==> src/design/lrp_pkg.sv <==
// shared types, codes and helpers for the lmtp reply parser
package lrp_pkg;

	// request codes
	localparam logic [1:0] REQ_BYTE = 2'd0;
	localparam logic [1:0] REQ_TICK = 2'd1;
	localparam logic [1:0] REQ_EOS  = 2'd2;

	// result status codes
	localparam logic [2:0] ST_OK       = 3'd0;
	localparam logic [2:0] ST_NOT_OK   = 3'd1;
	localparam logic [2:0] ST_FORMAT   = 3'd2;
	localparam logic [2:0] ST_OVERFLOW = 3'd3;
	localparam logic [2:0] ST_TIMEOUT  = 3'd4;
	localparam logic [2:0] ST_EOS      = 3'd5;

	// register indexes
	localparam logic [1:0] REG_OK_DIGIT      = 2'd0;
	localparam logic [1:0] REG_TIMEOUT_TICKS = 2'd1;
	localparam logic [1:0] REG_BUFFER_LIMIT  = 2'd2;

	// register reset values
	localparam logic [5:0]  OK_DIGIT_RST      = 6'd50;
	localparam logic [15:0] TIMEOUT_TICKS_RST = 16'd300;
	localparam logic [15:0] BUFFER_LIMIT_RST  = 16'd1024;

	// characters
	localparam logic [7:0] CH_DASH  = 8'h2D;
	localparam logic [7:0] CH_SPACE = 8'h20;
	localparam logic [7:0] CH_LF    = 8'h0A;
	localparam logic [7:0] CH_ZERO  = 8'h30;

	// budget that must remain before a byte is taken
	localparam logic [16:0] BUDGET_MARGIN = 17'd10;

	// fourth character classes
	localparam logic [1:0] FC_ABSENT = 2'd0;
	localparam logic [1:0] FC_DASH   = 2'd1;
	localparam logic [1:0] FC_SPACE  = 2'd2;
	localparam logic [1:0] FC_OTHER  = 2'd3;

	typedef struct packed {
		logic [1:0] req_type;
		logic [7:0] data_byte;
	} in_item_t;

	typedef struct packed {
		logic [2:0] status;
		logic [9:0] reply_code;
	} out_item_t;

	typedef struct packed {
		logic [5:0]  ok_digit;
		logic [15:0] timeout_ticks;
		logic [15:0] buffer_limit;
	} cfg_t;

	typedef struct packed {
		logic      valid;
		out_item_t item;
	} result_t;

	function automatic logic is_ws(input logic [7:0] b);
		return (b inside {CH_SPACE, [8'h09:8'h0D]});
	endfunction

	function automatic logic is_digit(input logic [7:0] b);
		return (b inside {[8'h30:8'h39]});
	endfunction

endpackage

==> src/design/lmtp_reply_parser_top.sv <==
// top level of the lmtp reply parser: config, input register, result register
// The parser takes one request (a reply byte, a timer tick or an end-of-
// stream event) per clock unless a result stalls, and gives at most one
// result per request: the final status of a reply and the code of its first
// line. A request is registered on transfer and parsed against the reply
// state from the input register. Its result is loaded into the output
// register when the request advances, raising out_valid, and can then
// transfer out. Throughput is one request per cycle while no result is
// stalled. The only thing that holds the input back is a result waiting in
// the output register while out_ready is low, and then only while a request
// sits in the input register. Every result clears the reply state so the
// next byte starts a new reply. Configuration (ok digit, tick limit per line,
// byte budget) is written through cfg_we/cfg_index/cfg_data and should change
// only while no request is in flight.
module lmtp_reply_parser_top (
	input  logic               clk,
	input  logic               arst_n,
	input  logic               in_valid,
	output logic               in_ready,
	input  lrp_pkg::in_item_t  in_item,
	output logic               out_valid,
	input  logic               out_ready,
	output lrp_pkg::out_item_t out_item,
	input  logic               cfg_we,
	input  logic [1:0]         cfg_index,
	input  logic [15:0]        cfg_data
);

	lrp_pkg::cfg_t      cfg_q;
	logic               valid_s1;
	lrp_pkg::in_item_t  item_s1;
	logic               out_valid_q;
	lrp_pkg::out_item_t out_item_q;
	lrp_pkg::result_t   res;
	logic               advance;

	// configuration registers
	always_ff @(posedge clk or negedge arst_n) begin
		if (!arst_n) begin
			cfg_q.ok_digit      <= lrp_pkg::OK_DIGIT_RST;
			cfg_q.timeout_ticks <= lrp_pkg::TIMEOUT_TICKS_RST;
			cfg_q.buffer_limit  <= lrp_pkg::BUFFER_LIMIT_RST;
		end else if (cfg_we) begin
			case (cfg_index)
				lrp_pkg::REG_OK_DIGIT:      cfg_q.ok_digit      <= cfg_data[5:0];
				lrp_pkg::REG_TIMEOUT_TICKS: cfg_q.timeout_ticks <= cfg_data;
				lrp_pkg::REG_BUFFER_LIMIT:  cfg_q.buffer_limit  <= cfg_data;
				default: begin
				end
			endcase
		end
	end

	// the registered request moves on whenever the result slot is free
	// or being emptied this cycle
	assign advance  = valid_s1 && (!out_valid_q || out_ready);
	assign in_ready = !valid_s1 || advance;

	// input register
	always_ff @(posedge clk or negedge arst_n) begin
		if (!arst_n)
			valid_s1 <= 1'b0;
		else if (in_valid && in_ready)
			valid_s1 <= 1'b1;
		else if (advance)
			valid_s1 <= 1'b0;
	end

	always_ff @(posedge clk) begin
		if (in_valid && in_ready)
			item_s1 <= in_item;
	end

	// parse logic and reply state
	lrp_core u_core (
		.clk     (clk),
		.arst_n  (arst_n),
		.advance (advance),
		.item    (item_s1),
		.cfg     (cfg_q),
		.res     (res)
	);

	// result register
	always_ff @(posedge clk or negedge arst_n) begin
		if (!arst_n)
			out_valid_q <= 1'b0;
		else if (advance && res.valid)
			out_valid_q <= 1'b1;
		else if (out_ready)
			out_valid_q <= 1'b0;
	end

	always_ff @(posedge clk) begin
		if (advance && res.valid)
			out_item_q <= res.item;
	end

	assign out_valid = out_valid_q;
	assign out_item  = out_item_q;

	// a stalled result never lets the parser step
	a_no_step_on_stall: assert property (@(posedge clk) disable iff (!arst_n)
		(out_valid_q && !out_ready) |-> !advance)
		else $error("parser stepped while result stalled");

	// input held off only while a request sits in the input register
	a_ready_low_has_item: assert property (@(posedge clk) disable iff (!arst_n)
		!in_ready |-> valid_s1)
		else $error("input held off with empty input register");

	// a reported code never exceeds 999, the largest three-digit value
	a_code_range: assert property (@(posedge clk) disable iff (!arst_n)
		out_valid_q |-> (out_item_q.reply_code <= 10'd999))
		else $error("reply code out of range");

	// a fresh result is loaded only from a parsed request
	a_result_source: assert property (@(posedge clk) disable iff (!arst_n)
		($rose(out_valid_q)) |-> $past(advance && res.valid))
		else $error("result appeared without a parsed request");

endmodule

==> src/design/lrp_core.sv <==
// reply state registers and the per-item parse logic
module lrp_core (
	input  logic               clk,
	input  logic               arst_n,
	input  logic               advance,
	input  lrp_pkg::in_item_t  item,
	input  lrp_pkg::cfg_t      cfg,
	output lrp_pkg::result_t   res
);

	logic [2:0]  line_pos_q, line_pos_d;
	logic [9:0]  line_code_q, line_code_d;
	logic [3:0]  line_digit_q, line_digit_d;
	logic [9:0]  first_code_q, first_code_d;
	logic [3:0]  first_digit_q, first_digit_d;
	logic        first_flag_q, first_flag_d;
	logic [1:0]  fourth_class_q, fourth_class_d;
	logic        text_after_q, text_after_d;
	logic        digits_bad_q, digits_bad_d;
	logic [15:0] bytes_used_q, bytes_used_d;
	logic [15:0] tick_q, tick_d;

	logic [7:0]  b;
	logic [13:0] code_mac;
	logic [15:0] tick_inc;
	logic [15:0] bytes_inc;
	logic [15:0] bytes_inc2;
	logic        over_budget;
	logic        line_bad;
	logic [9:0]  code_now;
	logic [3:0]  digit_now;
	logic        emit;
	logic        clr_line;

	assign b         = item.data_byte;
	assign code_mac  = {4'd0, line_code_q} * 14'd10 + {10'd0, b[3:0]};
	assign tick_inc  = (tick_q == 16'hFFFF) ? tick_q : tick_q + 16'd1;
	assign bytes_inc = (bytes_used_q == 16'hFFFF) ? bytes_used_q : bytes_used_q + 16'd1;
	assign bytes_inc2 = (bytes_inc == 16'hFFFF) ? bytes_inc : bytes_inc + 16'd1;
	assign over_budget = ({1'b0, bytes_used_q} + lrp_pkg::BUDGET_MARGIN) >
		{1'b0, cfg.buffer_limit};
	assign line_bad = (line_pos_q < 3'd3) || digits_bad_q ||
		(fourth_class_q == lrp_pkg::FC_OTHER) ||
		((fourth_class_q == lrp_pkg::FC_ABSENT) && text_after_q);
	assign code_now  = first_flag_q ? line_code_q : first_code_q;
	assign digit_now = first_flag_q ? line_digit_q : first_digit_q;

	always_comb begin
		line_pos_d     = line_pos_q;
		line_code_d    = line_code_q;
		line_digit_d   = line_digit_q;
		first_code_d   = first_code_q;
		first_digit_d  = first_digit_q;
		first_flag_d   = first_flag_q;
		fourth_class_d = fourth_class_q;
		text_after_d   = text_after_q;
		digits_bad_d   = digits_bad_q;
		bytes_used_d   = bytes_used_q;
		tick_d         = tick_q;
		emit           = 1'b0;
		clr_line       = 1'b0;
		res.item.status     = lrp_pkg::ST_EOS;
		res.item.reply_code = first_code_q;

		case (item.req_type)
			lrp_pkg::REQ_TICK: begin
				tick_d = tick_inc;
				if (cfg.timeout_ticks != 16'd0 && tick_inc >= cfg.timeout_ticks) begin
					emit = 1'b1;
					res.item.status = lrp_pkg::ST_TIMEOUT;
				end
			end
			lrp_pkg::REQ_EOS: begin
				emit = 1'b1;
				res.item.status = lrp_pkg::ST_EOS;
			end
			lrp_pkg::REQ_BYTE: begin
				if (over_budget) begin
					emit = 1'b1;
					res.item.status = lrp_pkg::ST_OVERFLOW;
				end else if (b != lrp_pkg::CH_LF) begin
					bytes_used_d = bytes_inc;
					if (line_pos_q < 3'd3) begin
						if (lrp_pkg::is_digit(b)) begin
							line_code_d = code_mac[9:0];
							if (line_pos_q == 3'd0)
								line_digit_d = b[3:0];
						end else begin
							digits_bad_d = 1'b1;
						end
					end else if (line_pos_q == 3'd3) begin
						if (b == lrp_pkg::CH_DASH)
							fourth_class_d = lrp_pkg::FC_DASH;
						else if (b == lrp_pkg::CH_SPACE)
							fourth_class_d = lrp_pkg::FC_SPACE;
						else if (lrp_pkg::is_ws(b))
							fourth_class_d = lrp_pkg::FC_ABSENT;
						else
							fourth_class_d = lrp_pkg::FC_OTHER;
					end else if (!lrp_pkg::is_ws(b)) begin
						text_after_d = 1'b1;
					end
					// position only matters up to the fourth byte
					if (line_pos_q != 3'd4)
						line_pos_d = line_pos_q + 3'd1;
				end else if (line_bad) begin
					emit = 1'b1;
					res.item.status = lrp_pkg::ST_FORMAT;
				end else if (fourth_class_q == lrp_pkg::FC_DASH) begin
					// continuation line: one joining byte plus the LF
					first_code_d  = code_now;
					first_digit_d = digit_now;
					first_flag_d  = 1'b0;
					bytes_used_d  = bytes_inc2;
					clr_line      = 1'b1;
				end else begin
					emit = 1'b1;
					res.item.reply_code = code_now;
					res.item.status = ({2'b11, digit_now} == cfg.ok_digit) ?
						lrp_pkg::ST_OK : lrp_pkg::ST_NOT_OK;
				end
			end
			default: begin
			end
		endcase

		if (clr_line || emit) begin
			line_pos_d     = 3'd0;
			line_code_d    = 10'd0;
			fourth_class_d = lrp_pkg::FC_ABSENT;
			text_after_d   = 1'b0;
			digits_bad_d   = 1'b0;
			tick_d         = 16'd0;
		end
		if (emit) begin
			first_code_d = 10'd0;
			first_flag_d = 1'b1;
			bytes_used_d = 16'd0;
		end
		res.valid = emit;
	end

	always_ff @(posedge clk or negedge arst_n) begin
		if (!arst_n) begin
			line_pos_q     <= 3'd0;
			line_code_q    <= 10'd0;
			line_digit_q   <= 4'd0;
			first_code_q   <= 10'd0;
			first_digit_q  <= 4'd0;
			first_flag_q   <= 1'b1;
			fourth_class_q <= lrp_pkg::FC_ABSENT;
			text_after_q   <= 1'b0;
			digits_bad_q   <= 1'b0;
			bytes_used_q   <= 16'd0;
			tick_q         <= 16'd0;
		end else if (advance) begin
			line_pos_q     <= line_pos_d;
			line_code_q    <= line_code_d;
			line_digit_q   <= line_digit_d;
			first_code_q   <= first_code_d;
			first_digit_q  <= first_digit_d;
			first_flag_q   <= first_flag_d;
			fourth_class_q <= fourth_class_d;
			text_after_q   <= text_after_d;
			digits_bad_q   <= digits_bad_d;
			bytes_used_q   <= bytes_used_d;
			tick_q         <= tick_d;
		end
	end

endmodule
==> config.mk <==
export PLATFORM = sky130hd
export DESIGN_NAME = lmtp_reply_parser_top
export DESIGN_NICKNAME = d
export VERILOG_FILES = /design/src/design/lrp_pkg.sv /design/src/design/lmtp_reply_parser_top.sv /design/src/design/lrp_core.sv
export SDC_FILE = /design/constraint.sdc
export NUM_CORES = 1
export LEC_CHECK = 0
export BUFFER_PORTS_ARGS = -buffer_cell sky130_fd_sc_hd__clkbuf_2
export CORE_ASPECT_RATIO = 0.8
export CORE_MARGIN = 2
export CORE_UTILIZATION = 67
export DETAILED_ROUTE_END_ITERATION = 10
export GPL_TIMING_DRIVEN = 0
export PLACE_DENSITY_LB_ADDON = 0.2
export SLEW_MARGIN = 20
export SYNTH_ARGS = -nofsm -noshare
export SYNTH_HDL_FRONTEND = slang
export SYNTH_SLANG_ARGS = --single-unit
export TNS_END_PERCENT = 50
==> constraint.sdc <==
create_clock -name clk -period 11.7 [get_ports clk]
set_input_delay 0.585 -clock clk [delete_from_list [all_inputs] [get_ports clk]]
set_output_delay 0.585 -clock clk [all_outputs]
set_load 0.03 [all_outputs]
==> results.txt <==
* Classification of the worst-slack hold path: input port to asynchronous set/reset pin
- Dividing the detail-routed via count by the number of cells gives 6.48.
- Depth of the worst register-to-register path: 18
- The filler cells instantiated in the layout total 713.
- After synthesis, flip-flops and latches occupy 42.0% of the total area.
- Post-CTS Setup Repair Bufs: 0
- After detailed routing, the wire length on met1 is 8630 um.
* Number of flops mapped to enable cells by yosys: 23
- Walking the worst path, the cells encountered are nand2_1 > or3_1 > nor3_1 > nand4_1 > nand2b_1 > clkbuf_1 > nor2_1 > nand4_1 > xnor2_1 > ha_1 > nand2_1 > o21ai_0 > a41oi_1 > a211oi_1 > o311ai_2 > a21oi_1 > nand3_1 > a22o_1.
* Mapped Nets: 857
* Cell family with the largest share of critical-path delay: simple AND/OR/NAND/NOR gates
- Clock tree from TritonCTS: done
- Post-layout minimum cycle time: 6.09 ns
* CP arrival: 6.39 ns
- In this design, the stage delay of the slowest critical-path cell is 0.92 ns.
- Total number of vias: 6463
- Number of antenna violations at the first check in global routing: 0
- Routed length on met3: 1330 um
- 0 antenna diodes ended up in the layout.
- After detailed routing, the met2 layer carries 9210 um of wire.
- Area of the core region: 11600 sq um
- Final hold violation count: 0
* Global placement routability congestion: 0.975
* Worst Skew: 0.0114 ns
- Slowest stage cell, crit path: a21oi_1
- Counting flops with an async set or reset pin after synthesis yields a share of 82.4%.
* Pins Over Slew Limit: 0
- Final Cycle Share: 52.0%
- Clock-pin slew was measured on the worst setup and hold paths at 0.06 ns.
- Slew of the pin with the lowest slew margin: 1.06 ns
- Global-route wire length before repair: 31800 um
* Setup violators final: 0
- Clock group share of total power: 37.4%
- Number of design-rule violations left by the first detailed-router iteration: 597
* Post-route standard cell area excluding fillers: 9130 sq um
- The number of global-route vias before repair was 6388.
- Count of maximum capacitance violations: 0
- Resize count post-CTS: 0
* Average instance area after synthesis: 10.5 sq um
* Area of placed instances: 8570 sq um
- Net switching share of the total power: 30.9%
- STA classifies the critical path endpoint as a register.
* Worst setup path startpoint: u_core.tick_q[3]$_DFFE_PN0P_
- Dividing total power by cell area gives a power density of 147 nW/um^2.
- Number of nets in the layout: 924
- Pin count of the biggest net entering global routing: 58
- RR Startpoint: u_core.tick_q[3]$_DFFE_PN0P_
- In the routed design, unresolved DRC markers number 0.
* Hold buffer count at CTS: 0
* Reported leakage power: 4.20 nW
- Critical path buffers and inverters: 1
- Layout Utilization: 78.3%
- Clock tree synthesis selected as its root buffer the cell clkbuf_16.
- Counting along the longest clock path gives a buffer depth of 2.
- After synthesis, the cell types taking the most area are dfrtp_1, edfxtp_1, mux2_2, ha_1, xnor2_1.
- Synthesis instantiated 81 different standard cells from the library.
- GRT Residual Overflow: 0
* Average wire per cell in the routed design: 19.7 um
- By instance count, the leading cell after synthesis is dfrtp_1.
- Static timing analysis puts the maximum clock frequency at 164 MHz.
- First-pass iteration count of the detailed router: 5
- Synth cell count leaders: dfrtp_1, mux2_2, ha_1
- The worst setup path is launched from a register.
- At the worst endpoint, the required time is 12.00 ns.
* Sequential Power Share: 42.5%
- The synthesized netlist occupies a cell area of 8110 sq um.
- Boundary pin count: 48
- The later pin in the worst-skew pair is clocked with a latency of 0.43 ns.
- Setup repair after global routing left no endpoint under its margin.
- Leading register cell type out of synthesis: dfrtp_1
- Total Routed Length: 19600 um
- The die covers 13000 sq um.
* Final HPWL from detailed placement: 14100 um
- Highest routing layer actually used: met4
- Counting every sink on the clock net gives 131.
- Internal power: 0.929 mW
* Post-DRT Antenna Nets: 0
- The clock tree synthesis step divided the H-tree into 4 levels.
- The critical path is of the register to register type.
* Count of synthesis-stage warnings from yosys: 0
* Peak ir drop on the vdd network: 0.000118 V
* Power Total: 1.34 mW
- In this run the power spent charging and discharging nets is 0.415 mW.
- Endpoint of the worst register-to-register path: u_core.first_code_q[2]$_DFFE_PN0P_
* Worst slew margin relative to its limit: 29.3%
* Share of post-route cells with drive strength above 1: 22.0%
- Of all cell types, the one taking the most synthesized area is dfrtp_1.
- Combinational logic burns 20.2% of the power.
- In this run the register-to-register setup slack is 5.61 ns.
- Number of buffer cells added on primary ports: 47
* Starting density of the core: 69.6%
- Synthesis produced 769 cells.
- Summed over all failing endpoints, the final setup total negative slack is 0 ns.
- In this run the core area contains 35 standard-cell rows.
- Synthesis inferred 131 register bits.
- Chip Width: 127 um
* Run status: finished clean
* GRT Util Overall: 31.5%
* Height of the die: 102 um
- In this run, CTS created clock tree buffers numbering 17.
- The tightest hold path in the finished design has a slack of 0.108 ns.
* Syn-to-layout area delta: 12.5%
- The top cell type by area accounts for 30.5% of the synthesized area.
- In this run the worst path has a maximum fanout of 10.
==> routing by layer <==
metal | vias up | track usage [%]
met5 | - | 0
met4 | 0 | 12.0
met3 | 52 | 6.60
met2 | 277 | 50.9
met1 | 3175 | 42.7
li1 | 2959 | -
==> final cells by class <==
| class | count | area [sq um] | area share [%] |
|---|---|---|---|
| tap | 148 | 185 | 2.03 |
| sequential | 131 | 3400 | 37.3 |
| buffer | 28 | 176 | 1.93 |
| multi-input combinational | 559 | 4340 | 47.6 |
| timing repair buffer | 48 | 272 | 2.98 |
| inverter | 51 | 191 | 2.10 |
| clock buffer | 20 | 458 | 5.02 |
| clock inverter | 12 | 96.3 | 1.06 |
==> placed cells by master (no fill, tap or decap), types with 4 or more instances in the layout <==
master	instances
nor2_1	42
nor3b_1	4
dfrtp_1	99
or4_1	5
a31oi_1	5
nand4_1	14
xor2_1	17
xnor2_1	42
nor2b_1	6
or3_1	5
nor3_1	13
o31a_1	4
o21ai_1	5
clkinvlp_4	4
inv_1	51
a21o_1	15
nand2b_1	4
a22o_1	36
mux2i_1	7
clkbuf_1	16
clkbuf_16	18
clkbuf_2	46
nand3_1	20
ha_1	53
a21oi_1	37
clkbuf_8	4
nand2_1	51
nor4_1	12
o21ai_0	20
and4_1	5
edfxtp_1	23
and3_1	5
o22ai_1	5
mux2_2	59
o21a_1	5
dfstp_2	9
==> how the worst max path moves through the flow <==
stage                                                     to  slack, ns  cells after the start
after floorplan                        out_item[0]$_DFFE_PP_       7.09                     18
after global placement    u_core.first_code_q[8]$_DFFE_PN0P_       6.08                     18
after detailed placement  u_core.first_code_q[5]$_DFFE_PN0P_       5.79                     18
after CTS                 u_core.first_code_q[5]$_DFFE_PN0P_       5.81                     18
after global routing      u_core.first_code_q[5]$_DFFE_PN0P_       5.22                     18
final                     u_core.first_code_q[2]$_DFFE_PN0P_       5.61                     18
==> stage by stage <==
step           worst slack (ns)  instances
3_3_place_gp               6.08        964
3_5_place_dp               5.79        965
6_report                   5.61        997
2_1_floorplan              7.09        769
4_1_cts                    5.81        997
5_1_grt                    5.22        997
==> cell families (layout without fill, tap and decap cells) <==
logic type,after synthesis,after routing,share of synthesized area [%]
flops,131,131,42.0
compound gates,164,164,14.5
mux,66,66,9.05
xor+xnor,59,59,6.37
fa+ha+maj,55,55,8.67
simple gates,215,215,14.9
buf+inv,79,159,4.53
==> flip-flops by register name, indices dropped and copies added (netlist names), 2 cells and up <==
register	flops
u_core.bytes_used_q	16
cfg_q	38
u_core.first_code_q	10
u_core.tick_q	16
out_item	13
u_core.line_code_q	10
item_s1	10
u_core.fourth_class_q	2
u_core.line_pos_q	3
u_core.line_digit_q	4
u_core.first_digit_q	4
==> power groups by stage <==
| stage | logic (mW) | registers, mW | clock network (mW) |
|---|---|---|---|
| floorplan | 0.192 | 0.563 | 0 |
| global placement | 0.245 | 0.570 | 0 |
| detailed placement | 0.265 | 0.575 | 0 |
| CTS | 0.269 | 0.568 | 0.501 |
| global route | 0.302 | 0.575 | 0.524 |
| finish | 0.271 | 0.571 | 0.502 |
No activity file was read; power rests on OpenSTA's default activity.
